### src/rtl/vcl_sqrt_cell.sv
// One registered digit cell of a pipelined integer square root.
`default_nettype none
module vcl_sqrt_cell #(
    parameter int N  = 24,
    parameter int SW = 1
) (
    input  logic           clk,
    input  logic           rst_n,
    input  logic           in_valid,
    input  logic [2*N-1:0] in_rad,
    input  logic [N:0]     in_rem,
    input  logic [N-1:0]   in_root,
    input  logic [SW-1:0]  in_side,
    output logic           out_valid,
    output logic [2*N-1:0] out_rad,
    output logic [N:0]     out_rem,
    output logic [N-1:0]   out_root,
    output logic [SW-1:0]  out_side
);

    logic           valid_reg;
    logic [2*N-1:0] rad_reg;
    logic [N:0]     rem_reg;
    logic [N-1:0]   root_reg;
    logic [SW-1:0]  side_reg;
    logic [N+2:0]   rem_t;
    logic [N+2:0]   trial;
    logic [N+2:0]   rem_diff;
    logic           ge;

    // Bring down the next two radicand bits and try the next root bit.
    assign rem_t    = {in_rem, in_rad[2*N-1 -: 2]};
    assign trial    = {1'b0, in_root, 2'b01};
    assign ge       = (rem_t >= trial);
    assign rem_diff = rem_t - trial;

    // Valid flag.
    always_ff @(posedge clk or negedge rst_n)
    begin
        if (!rst_n)
        begin
            valid_reg <= 1'b0;
        end
        else
        begin
            valid_reg <= in_valid;
        end
    end

    // Partial root, remainder and carried data.
    always_ff @(posedge clk)
    begin
        rad_reg  <= {in_rad[2*N-3:0], 2'b00};
        rem_reg  <= ge ? rem_diff[N:0] : rem_t[N:0];
        root_reg <= {in_root[N-2:0], ge};
        side_reg <= in_side;
    end

    assign out_valid = valid_reg;
    assign out_rad   = rad_reg;
    assign out_rem   = rem_reg;
    assign out_root  = root_reg;
    assign out_side  = side_reg;

endmodule
`default_nettype wire

### config.mk
export PLATFORM = sky130hd
export DESIGN_NAME = vcl_sqrt_cell
export DESIGN_NICKNAME = d
export VERILOG_FILES = /design/src/rtl/vcl_sqrt_cell.sv
export SDC_FILE = /design/constraint.sdc
export NUM_CORES = 1
export LEC_CHECK = 0
export BUFFER_PORTS_ARGS = -buffer_cell sky130_fd_sc_hd__buf_2
export CORE_AREA = 5 5 100 102
export CTS_CLUSTER_SIZE = 8
export DETAILED_ROUTE_END_ITERATION = 10
export DIE_AREA = 0 0 105 107
export GPL_TIMING_DRIVEN = 1
export PLACE_DENSITY = 0.79
export SLEW_MARGIN = 0
export SYNTH_ARGS = -nofsm -noshare
export SYNTH_HDL_FRONTEND = slang
export SYNTH_SLANG_ARGS = --single-unit
### constraint.sdc
create_clock -name clk -period 0.8 [get_ports clk]
set_clock_uncertainty 0.05 [all_clocks]
set_input_delay 0.04 -clock clk [delete_from_list [all_inputs] [get_ports clk]]
set_output_delay 0.04 -clock clk [all_outputs]
set_load 0.02 [all_outputs]
==> results.md <==
- For this run, design rule violations remaining after detail routing come to 58.
- The via count of the routed design is 5687.
- Synthesis inferred 97 register bits.
- The path class of the tightest hold or removal check is in -> reg.
- The clock net in this run drives a total of 97 sinks.
- The worst path in the final design needs a cycle of 2.167 ns, including I/O delays and setup.
- The slew at the pin closest to its max-slew limit is 0.7844 ns.
- The headroom to the max-slew limit is 47.16%.
- The first-pass detailed-route iteration total is 11.
- For this run, the post-layout net count is 897.
- The setup violation total in the final timing report is 123.
- The half-perimeter wire length after placement is 10.02 mm.
- The overall routed net length is 28.33 mm.
- Leaving out filler cells and counting taps, the final layout contains 888.
- Routability-driven placement finished with a final weighted congestion of 0.8908.
- The data arrival time at the worst-slack endpoint is 2.46 ns.
- Once the floorplan was initialized, standard cells occupied 43.20% of the core.
- The tightest hold path in the finished design has a slack of -0.07015 ns.
- Counting flops with a built-in enable in the synthesized netlist gives 0.
- After clock tree synthesis, the clock-pin slew on the worst setup and hold paths is 0.14 ns.
- Synthesis handed over a netlist of 365 instances.
- STA classifies the critical path startpoint as an input pin.
- The checks that failed: DRC, hold timing, setup timing.
- The row count is 35.
- Setup repair after global routing could not meet its margin everywhere.
- The number of H-tree branching levels is 3.
- The element type at the critical path end is a flop.
- The sequential-to-total area share from yosys stat is 49.95%.
- No sink is reached through more buffers than the 2 on the longest clock path.
- The die covers 11240 um^2.
- The final-report max-slew violation count was 0.
- Summed over all nets, the switching power comes to 0.005798 W.
- In the finished design, the share of the clock period the worst path needs comes to 270.8%.
- The number of global-route vias before repair is 5400.
- The cell count after placement is 752.
- The maximum vdd drop is 1232 uV.
- The layout cell share with drive strength beyond 1 is 67.61%.
- The upper clock frequency limit is 0.4615 GHz.
- The count of synthesis-stage warnings from yosys is 0.
- For this design the static power due to leakage is 3.943 nW.
- The cell-internal power is 0.01012 W.
- The max-capacitance violation count is 0.
- In this run, the combinational gates consume 39.7% of the power.
- The root buffer cell chosen for the clock tree is clkbuf_8.
- The overall fraction of global-route tracks in use is 38.40%.
- After filler insertion, the fill cell instance count of the layout stands at 243.
- In the layout the commonest cells are buf_6 (118), buf_4 (109), dfxtp_2 (96), dlygate4sd3_1 (91), buf_2 (80).
- The launch point of the worst hold path is in_rem[11].
- The total power per unit cell area is 1885 nW/um^2.
- The worst setup path category is in -> reg.
- The TritonCTS clock tree is built.
- The die is 107 um tall.
- The average instance in the mapped netlist occupies 10.68 um^2.
- After layout, the worst setup slack is -1.367 ns.
- The flow ran to the end, but the final reports show violations.
- The summed instance area of the synthesized netlist is 3897 um^2.
- The worst hold path passes through 3 cells.
- The capture endpoint of the worst hold path is out_rem[13]$_DFF_P_.
- The count of port buffers added during placement is 197.
- The die is 105 um wide.
- The global-route congestion overflow total is 0.
- The required time of the critical path is 1.09 ns.
- The area fraction of the dominant cell type after synthesis is 49.31%.
- In this run the worst path has a maximum fanout of 7.
- The final hold violation count is 5.
- Clock tree synthesis inserted a total of 9 buffers.
- The detailed router finished its first iteration with 1178 violations.
- dfxtp_1 takes more of the synthesized area than any other cell.
- The library cell used most frequently in the layout, excluding fill and tap cells, is buf_6.
- For this run, the leading register cell type out of synthesis is dfxtp_1.
- The first global-routing pass estimated 33.31 mm of wire.
- Counting flops with an async set or reset pin after synthesis yields a share of 1.031%.
- The layout-stage area growth over the synthesis result is 116.7%.
- The detailed-route vias per instance is 6.404.
- After synthesis, the netlist uses 57 different library cells.
- Entering global routing, the biggest net connects 20 pins.
- OpenSTA, run right after detailed placement, puts the worst setup slack at -1.464 ns.
- In this run switching power makes up 36.42% of total power.
- The routed wire length per instance is 31.90 um.
- Per report_power, the sequential group accounts for 35.8% of the total.
- For this design the top-level I/O count stands at 200.
- The count of nets left with antenna violations once routing finished came out at 0.
- Ranked by total cell area, the synthesized netlist is headed by dfxtp_1 (49%), ha_1 (8.3%), mux2_4 (5.8%).
- The number of antenna violations at the first check in global routing is 3.
- The clock power share is 24.5%.
- The area of the core is 9021 um^2.
==> worst max-delay path, cell delays in order <==
cell and delay [ns]:
buf_2 0.11, inv_1 0.10, ha_4 0.22, buf_6 0.15, a21oi_1 0.30, o21bai_1 0.16
a221oi_1 0.55, nor2b_1 0.19, a311oi_2 0.40, mux2_4 0.23
==> worst max-delay path by stage <==
stage / cells after the start / start / end
2_1_floorplan: 11 / in_root[6] / out_rem[10]$_DFF_P_
3_5_place_dp: 10 / in_root[0] / out_rem[22]$_DFF_P_
3_3_place_gp: 11 / in_root[1] / out_rem[21]$_DFF_P_
4_1_cts: 11 / in_root[12] / out_rem[18]$_DFF_P_
6_report: 10 / in_root[17] / out_rem[22]$_DFF_P_
5_1_grt: 12 / in_root[3] / out_rem[21]$_DFF_P_
==> through the flow <==
stage                     instance area (um^2)  hold slack [ns]  total power, W  utilization, %  TNS, ns
after floorplan                           4113          -0.3056        0.007696               -   -28.86
after global placement                    5813          -0.2356        0.009208           64.44   -34.74
after global routing                      8444         -0.07411         0.01605           93.61   -48.75
after detailed placement                  5813          -0.2334        0.009303           64.44   -36.30
final                                     8444         -0.07015         0.01592           93.61   -47.50
after CTS                                 8130          -0.2847         0.01423           90.12   -34.30
==> what timing repair did <==
action,4_1_cts,5_1_grt
buffers inserted,18,8
hold buffers,90,1
pin swaps,11,26
endpoints found under the hold margin,95,6
setup endpoints to repair,123,123
cloned,2,1
resized for setup,359,54
==> sequential cells by signal, indices dropped and copies added, names as in the netlist <==
name	count
out_rem	25
out_root	24
out_side	1
out_rad	46
out_valid	1
==> metal layers <==
layer | global-route usage, % | wire length [um]
met5 | 0 | 18
met4 | 21.19 | 2750
met3 | 11.74 | 3996
met2 | 64.07 | 12040
met1 | 43.70 | 9521
==> area by class of cell <==
class | instances | area, um^2 | area share (%)
Antenna cell | 2 | 5.005 | 0.05927
Clock buffer | 9 | 123.9 | 1.467
Clock inverter | 7 | 90.09 | 1.067
Inverter | 40 | 187.7 | 2.223
Multi-Input combinational cell | 214 | 2178 | 25.80
Sequential cell | 97 | 2067 | 24.48
Tap cell | 111 | 138.9 | 1.645
Timing Repair Buffer | 408 | 3654 | 43.27
==> kinds of logic (layout without fill, tap and decap cells) <==
family,count (synthesis),in the layout,synth area share [%]
other,1,4,0.09622
buffers and inverters,55,464,6.324
flip-flops,97,97,49.95
XOR/XNOR,18,18,4.045
adder cells (fa/ha/maj),26,26,8.347
multiplexers,23,23,7.994
AO/OA/AOI/OAI,92,92,16.44
AND/OR/NAND/NOR,53,53,6.806
==> cell usage after synthesis (2+ instances only) <==
cell,count
o31a_1,2
buf_6,4
a31oi_1,3
o211ai_1,7
nand2_1,12
xnor2_1,13
o2111ai_1,3
and3_1,3
o21ai_1,3
inv_1,40
nand3_1,4
buf_2,2
mux2i_1,3
mux2_4,15
a211oi_1,4
a21oi_2,4
xor2_1,5
nor3_1,3
a21oi_1,26
a21o_1,4
ha_1,26
dfxtp_1,96
o21ai_0,9
nor2b_1,2
o21bai_1,4
o21a_1,8
nor2_1,13
buf_4,2
clkbuf_1,7
nand4_1,7
mux2_1,5
==> power groups by stage <==
| stage | sequential (W) | clock [W] | combinational, W |
|---|---|---|---|
| floorplan | 0.00611 | 0 | 0.00158 |
| CTS | 0.00561 | 0.00356 | 0.00506 |
| finish | 0.00571 | 0.00390 | 0.00631 |
| global route | 0.00573 | 0.00398 | 0.00634 |
| global placement | 0.00550 | 0 | 0.00370 |
| detailed placement | 0.00551 | 0 | 0.00379 |
Power figures use the tool's default switching activity.
