**src/rtl/vcl_div_cell.sv**
```systemverilog
// One registered quotient-bit cell of a pipelined divider with two numerators.
`default_nettype none
module vcl_div_cell #(
    parameter int NW    = 39,
    parameter int VW    = 24,
    parameter int QW    = 16,
    parameter int SHIFT = 0,
    parameter int SW    = 1
) (
    input  logic          clk,
    input  logic          rst_n,
    input  logic          in_valid,
    input  logic [NW-1:0] in_num_x,
    input  logic [NW-1:0] in_num_y,
    input  logic [VW-1:0] in_den,
    input  logic [QW-1:0] in_qx,
    input  logic [QW-1:0] in_qy,
    input  logic [SW-1:0] in_side,
    output logic          out_valid,
    output logic [NW-1:0] out_num_x,
    output logic [NW-1:0] out_num_y,
    output logic [VW-1:0] out_den,
    output logic [QW-1:0] out_qx,
    output logic [QW-1:0] out_qy,
    output logic [SW-1:0] out_side
);

    localparam int TW = (VW + SHIFT > NW) ? VW + SHIFT : NW;

    logic          valid_reg;
    logic [NW-1:0] num_x_reg;
    logic [NW-1:0] num_y_reg;
    logic [VW-1:0] den_reg;
    logic [QW-1:0] qx_reg;
    logic [QW-1:0] qy_reg;
    logic [SW-1:0] side_reg;
    logic [TW-1:0] den_sh;
    logic [TW-1:0] nx_w;
    logic [TW-1:0] ny_w;
    logic [TW-1:0] diff_x;
    logic [TW-1:0] diff_y;
    logic          ge_x;
    logic          ge_y;

    // Compare both partial remainders against the shifted divisor.
    assign den_sh = TW'(in_den) << SHIFT;
    assign nx_w   = TW'(in_num_x);
    assign ny_w   = TW'(in_num_y);
    assign ge_x   = (nx_w >= den_sh);
    assign ge_y   = (ny_w >= den_sh);
    assign diff_x = nx_w - den_sh;
    assign diff_y = ny_w - den_sh;

    // Valid flag.
    always_ff @(posedge clk or negedge rst_n)
    begin
        if (!rst_n)
        begin
            valid_reg <= 1'b0;
        end
        else
        begin
            valid_reg <= in_valid;
        end
    end

    // Remainders, quotient bits and carried data.
    always_ff @(posedge clk)
    begin
        num_x_reg <= ge_x ? diff_x[NW-1:0] : in_num_x;
        num_y_reg <= ge_y ? diff_y[NW-1:0] : in_num_y;
        den_reg   <= in_den;
        qx_reg    <= {in_qx[QW-2:0], ge_x};
        qy_reg    <= {in_qy[QW-2:0], ge_y};
        side_reg  <= in_side;
    end

    assign out_valid = valid_reg;
    assign out_num_x = num_x_reg;
    assign out_num_y = num_y_reg;
    assign out_den   = den_reg;
    assign out_qx    = qx_reg;
    assign out_qy    = qy_reg;
    assign out_side  = side_reg;

endmodule
`default_nettype wire

```
**config.mk**
```make
export PLATFORM = sky130hd
export DESIGN_NAME = vcl_div_cell
export DESIGN_NICKNAME = d
export VERILOG_FILES = /design/src/rtl/vcl_div_cell.sv
export SDC_FILE = /design/constraint.sdc
export NUM_CORES = 1
export LEC_CHECK = 0
export BUFFER_PORTS_ARGS = -buffer_cell sky130_fd_sc_hd__buf_2
export CAP_MARGIN = 10
export CORE_AREA = 2 2 127 129
export DETAILED_ROUTE_END_ITERATION = 8
export DIE_AREA = 0 0 129 131
export PLACE_DENSITY_LB_ADDON = 0.3
export SYNTH_ARGS = -nofsm -noshare
export SYNTH_HDL_FRONTEND = slang
export SYNTH_SLANG_ARGS = --single-unit
export TNS_END_PERCENT = 5
```
**constraint.sdc**
```tcl
create_clock -name clk -period 0.8 [get_ports clk]
set_clock_uncertainty 0.1 [all_clocks]
set_input_delay 0.16 -clock clk [delete_from_list [all_inputs] [get_ports clk]]
set_output_delay 0.16 -clock clk [all_outputs]
set_load 0.1 [all_outputs]
```
==> results of run 1 <==
metrics by stage:
stage | setup slack [ns] | std cells | TNS [ns] | hold WS [ns] | utilization [%]
detailed placement | -2.27 | 1439 | -163.63 | -0.161 | 77.4
CTS | -1.55 | 1581 | -165.77 | -0.236 | 94.0
global placement | -2.11 | 1439 | -157.41 | -0.165 | 77.4
floorplan | -1.86 | 753 | -186.55 | -0.236 | -
logic make-up after synthesis:
| group | count (synthesis) |
|---|---|
| and+or+nand+nor | 221 |
| AOI/OAI and AO/OA | 198 |
| DFF | 136 |
| xor gates and xnor gates | 71 |
| buffers and inverters | 67 |
| adders and majority gates | 50 |
| muxes | 10 |
synthesized netlist by cell type, types with 4 or more instances:
| master | n |
|---|---|
| a211oi_1 | 4 |
| a21o_1 | 20 |
| a21oi_1 | 68 |
| a31oi_1 | 11 |
| and3_1 | 9 |
| buf_2 | 9 |
| clkbuf_1 | 22 |
| dfxtp_1 | 135 |
| ha_1 | 48 |
| inv_1 | 35 |
| mux2_2 | 9 |
| nand2_1 | 62 |
| nand2b_1 | 10 |
| nand3_1 | 14 |
| nand4_1 | 15 |
| nor2_1 | 50 |
| nor3_1 | 16 |
| nor3b_1 | 4 |
| nor4_1 | 10 |
| o211ai_1 | 8 |
| o21a_1 | 6 |
| o21ai_0 | 47 |
| o21bai_1 | 4 |
| o31ai_1 | 6 |
| or4_1 | 5 |
| xnor2_1 | 34 |
| xor2_1 | 37 |
routing by layer:
metal / overflow / track usage [%]
met4: 1 / 77.4
met2: 1 / 92.3
met3: 0 / 52.6
met5: 0 / 27.9
met1: 0 / 67.4
timing repair:
| item | in CTS |
|---|---|
| endpoints found under the hold margin | 129 |
| hold buffers | 88 |
| pin swaps | 30 |
| setup endpoints to repair | 216 |
| gates cloned | 4 |
| gates resized for setup | 302 |
| setup buffers | 19 |
==> results by group, run 1 <==
Die
  • Y dimension of the die: around 130 um
  • Initial core utilization: about 43%
  • I/O pin total: ~270
  • Die Wd: about 130 um
  • Standard-cell rows: 46

Run status
  • Stop err: [ERROR GRT-0232] Routing congestion too high. Check the congestion heatmap in the GUI.
  • Outcome: stopped before the end
  • Stop stage: 5_1_grt

STA
  • Worst endpoint pin kind: register input
  • Critical endpoint after global-route timing repair: out_num_x[29]$_DFF_P_/D

Placed design
  • Count of input and output buffers: ~270
  • Instance area at placement: approximately 12000 um^2
  • Placer congestion estimate: around 0.93
  • Hpwl dp: 20.0 mm

Logic synthesis
  • Share of synthesized area occupied by flip-flops and latches: 40.6%
  • Synthesized-area fraction occupied by and/or/nand/nor cells: between 10% and 20%
  • Xor and xnor fraction of the mapped netlist area: about 9%
  • Share of the synthesized area in compound gates (AO/OA/AOI/OAI): a little under a fifth
  • Netlist area before placement: about 6700 um^2
  • Fraction of registers with async set/reset: less than 1%
  • Synthesized-area fraction occupied by adder cells: under 10%
  • Syn Inst Count: about 750
  • Syn avg cell area: just under 9 um^2
  • Register bit count reported by yosys: 136
  • Post-synthesis cell type with the largest combined area: dfxtp_1
  • Mux cell area share after synthesis: under 10%
  • EDFF count, synth: 0
  • Share of the synthesized area in the top cell type: 40.2%
  • Top area cells in the synthesized netlist: dfxtp_1 40%, ha_1 8.9%, a21oi_1 5.1%, xor2_1 4.8%, xnor2_1 4.4%
  • Number of distinct library cells after synthesis: 60
  • Combinational family with the most area after synthesis: compound AO/OA/AOI/OAI gates
  • Nets in the synthesized netlist: 941
  • Post-synth top flop: dfxtp_1
  • Count of warnings emitted by yosys: 0

Global routing
  • Total congestion overflow after global routing: 2
  • Global router's overall resource usage: between 70% and 80%
  • Pin count of the biggest net entering global routing: 17

Clock tree
  • CTS max path bufs: 2
  • # H-tree levels: 4
  • TritonCTS Buffers: 17
  • Clock Sink Count: approximately 140
  • Clock tree root driver cell: clkbuf_16
==> run 2, diff against run 1 <==
--- a/config.mk
+++ b/config.mk
@@ -7,10 +7,10 @@
 export LEC_CHECK = 0
 export BUFFER_PORTS_ARGS = -buffer_cell sky130_fd_sc_hd__buf_2
 export CAP_MARGIN = 10
-export CORE_AREA = 2 2 127 129
+export CORE_AREA = 2 2 137 139
 export DETAILED_ROUTE_END_ITERATION = 8
-export DIE_AREA = 0 0 129 131
-export PLACE_DENSITY_LB_ADDON = 0.3
+export DIE_AREA = 0 0 139 141
+export PLACE_DENSITY_LB_ADDON = 0.15
 export SYNTH_ARGS = -nofsm -noshare
 export SYNTH_HDL_FRONTEND = slang
 export SYNTH_SLANG_ARGS = --single-unit
==> constraint.sdc (replaced) <==
create_clock -name clk -period 1 [get_ports clk]
set_clock_uncertainty 0.1 [all_clocks]
set_input_delay 0.2 -clock clk [delete_from_list [all_inputs] [get_ports clk]]
set_output_delay 0.2 -clock clk [all_outputs]
set_load 0.1 [all_outputs]
==> results by group, run 2 <==
Run status
  • Outcome: finished with violations (was stopped before the end)
  • Violations in the final reports: setup timing

Pwr
  • Worst-case vdd ir drop: between 0.0015 and 0.002 V
  • Cell leakage power: roughly 6.8 nW
  • Power per unit of standard cell area: about 1700 nW/um^2

Clock tree
  • Clock tree root driver cell: clkbuf_16 (unchanged)
  • # H-tree levels: 4 (unchanged)
  • CTS tree: built
  • TritonCTS Buffers: 17 (unchanged)
  • Clock Sink Count: 136 (unchanged)
  • CTS max path bufs: 2 (unchanged)
  • Post-CTS clock slew at the launch and capture registers of the worst setup and hold paths: approximately 0.06 ns

Drt
  • Number of DRC violations after detailed-routing iteration 0: 476
  • Detail-routed net length per standard cell: roughly 17 um
  • Detailed-route via count: between 8000 and 9000
  • Post-detailed-routing wire length: 27.7 mm
  • Antenna Nets Post-Route: 0
  • Post-route DRC violation count: 0
  • First-pass iteration count of the detailed router: 5
  • Avg Vias per Cell: ~5.0

STA
  • Worst slew pin tran: roughly 0.74 ns
  • Setup repair after global routing missed its margin: true
  • Slew HR: ~50%
  • Max Freq: just over 0.4 GHz
  • Final hold violations: 0
  • Number of pins exceeding their max-slew limit in the final report: 0
  • Clock period minus final worst setup slack: 2.45 ns
  • Final total negative setup slack: -124.53 ns
  • Final critical-path share of the clock period: 245%
  • Endpoints failing setup: ~220
  • Smallest setup slack after layout: -1.45 ns

Finish
  • Final core utilization: a little over 80%
  • Synthesis-to-finish area growth: 124%
  • Number of fillers in the final layout: approximately 1000
  • Fin nets: approximately 1600
  • Share of layout cells above drive strength 1: slightly below 60%
  • Commonest non-fill, non-tap cells in the layout: 247 x buf_4, 140 x buf_12, 133 x dfxtp_2
  • Most common cell after layout, fill and taps aside: buf_4

Logic synthesis
  • Number of distinct library cells after synthesis: 60 (unchanged)
  • Share of the synthesized area in the top cell type: 40.2% (unchanged)
  • Post-synth top flop: dfxtp_1 (unchanged)
  • Register bit count reported by yosys: 136 (unchanged)
  • Count of warnings emitted by yosys: 0 (unchanged)
  • Share of synthesized area occupied by flip-flops and latches: 40.6% (unchanged)
  • Post-synthesis cell type with the largest combined area: dfxtp_1 (unchanged)
  • Top post-synthesis cells by count: 135 x dfxtp_1, 68 x a21oi_1, 62 x nand2_1, 50 x nor2_1, 48 x ha_1 (unchanged)
  • EDFF count, synth: 0 (unchanged)
  • Nets in the synthesized netlist: 941 (unchanged)
  • Top area cells in the synthesized netlist: dfxtp_1 40%, ha_1 8.9%, a21oi_1 5.1%, xor2_1 4.8%, xnor2_1 4.4% (unchanged)
  • Fraction of registers with async set/reset: 0.735% (unchanged)
  • Most frequent cell after synthesis: dfxtp_1 (unchanged)
  • Syn avg cell area: 8.93 um^2 (unchanged)
  • Syn Inst Count: 753 (unchanged)
  • Netlist area before placement: 6730 um^2 (unchanged)

Critical path
  • Critical Path End Type: flip-flop
  • Crit Path Class: in -> reg
  • Crit path required time: 1.25 ns
  • Arrival time at the worst endpoint: between 2 and 3 ns
  • CP startpoint kind: input pin
  • Largest driver fanout on the critical path: 3

Die
  • Y dimension of the die: 141 um (was 131 um)
  • Die Wd: 139 um (was 129 um)
  • Overall die area: between 15000 and 20000 um^2
  • I/O pin total: 274 (unchanged)
  • Core area: 18300 um^2
  • Initial core utilization: 36.8% (was 43.1%)
  • Standard-cell rows: 50 (was 46)

Job
  • Number of maximum-capacitance violations: 0

Global routing
  • Antenna violations before repair: 2
  • Pin count of the biggest net entering global routing: 18
  • Total congestion overflow after global routing: 0
  • Global-route wire length before repair: 43.6 mm
  • Number of global-route vias before repair: approximately 8600
  • Global router's overall resource usage: between 20 and 30%

Placed design
  • Count of input and output buffers: 271 (unchanged)
  • Hpwl dp: 18.6 mm (was 20.0 mm)
  • Placer congestion estimate: 0.935 (was 0.931)

Hold path
  • Type of the worst min-delay path: in -> reg
  • End point of the worst hold path: out_num_x[20]$_DFF_P_
  • Hold path startpoint: in_num_x[20]
  • Worst hold path cell count: 3
run 2: cell counts after synthesis:
No cell type changed its count.
run 2: logic make-up (layout without fill, tap and decap cells):
group	Yosys count	in the layout	share of synthesized area, %
XOR/XNOR	71	71	9.24
adder cells (fa/ha/maj)	50	50	9.52
AO/OA/AOI/OAI	198	198	18.1
other	0	2	0
flip-flops	136	136	40.6
AND/OR/NAND/NOR	221	221	17.0
buffers and inverters	67	718	3.96
multiplexers	10	10	1.66
run 2: worst max-delay path by stage:
| stage | depth (start not counted) | endpoint | start |
|---|---|---|---|
| after floorplan | 12 | out_num_x[38]$_DFF_P_ | in_num_x[0] |
| after global placement | 13 | out_num_x[37]$_DFF_P_ | in_den[13] |
| after detailed placement | 14 | out_num_y[30]$_DFF_P_ | in_num_y[0] |
| after CTS | 13 | out_num_x[38]$_DFF_P_ | in_den[0] |
| after global routing | 14 | out_num_x[32]$_DFF_P_ | in_den[0] |
| final | 14 | out_num_x[38]$_DFF_P_ | in_den[0] |
run 2: routing by layer:
metal / vias to the layer above / share of wire (%) / track usage, % / routed length [um]
li1: 3969 / - / - / -
met1: 3777 / 39 / 31.2 / 10700
met2: 300 / 53 / 51.5 / 14700
met3: 75 / 4.5 / 4.59 / 1240
met4: 0 / 3.8 / 12.3 / 1040
met5: - / 0 / 0 / 0
run 2: layout make-up:
cell class	count	area, um^2	area share [%]
antenna	2	5.00	0.0331
clock buffer	22	454	3.01
clock inverter	9	126	0.837
inverter	35	161	1.07
multi-input combinational	550	4420	29.3
sequential	136	2900	19.2
tap	234	293	1.94
timing repair buffer	652	6740	44.7
run 2: where the power goes:
part           internal (mW)  switching (mW)
combinational           5.01            7.22
clock                   3.96            2.37
sequential              6.23           0.547
total                   15.2            10.1
run 2: through the flow:
step / setup slack [ns] / power [mW] / hold slack, ns / area, um^2 / std cells
floorplan: -1.70 / 13.0 / -0.196 / 6800 / 753
global placement: -2.00 / 17.9 / -0.124 / 12200 / 1476
detailed placement: -2.09 / 17.9 / -0.123 / 12200 / 1476
CTS: -1.37 / 25.1 / -0.00165 / 14900 / 1631
global route: -1.54 / 26.2 / 0.0110 / 15100 / 1640
finish: -1.45 / 25.3 / 0.0132 / 15100 / 1640
run 2: repair_timing:
action | in CTS | in global routing
endpoints found under the hold margin | 118 | 0
pin swaps | 37 | 28
buffers inserted | 5 | 8
gates resized for setup | 266 | 49
setup endpoints to repair | 216 | 216
gates cloned | 1 | 0
hold buffers | 118 | 0
run 2: worst max-delay path, cell delays in order:
cell and delay [ns]:
buf_8 0.09, buf_6 0.09, ha_4 0.12, inv_2 0.04, fa_2 0.38, a21o_1 0.22, a221oi_4 0.27, o21ai_2 0.10
a31oi_2 0.18, o32a_1 0.20, o211ai_1 0.12, buf_4 0.16, or4b_1 0.46, nand2_1 0.07
Power figures use the tool's default switching activity.
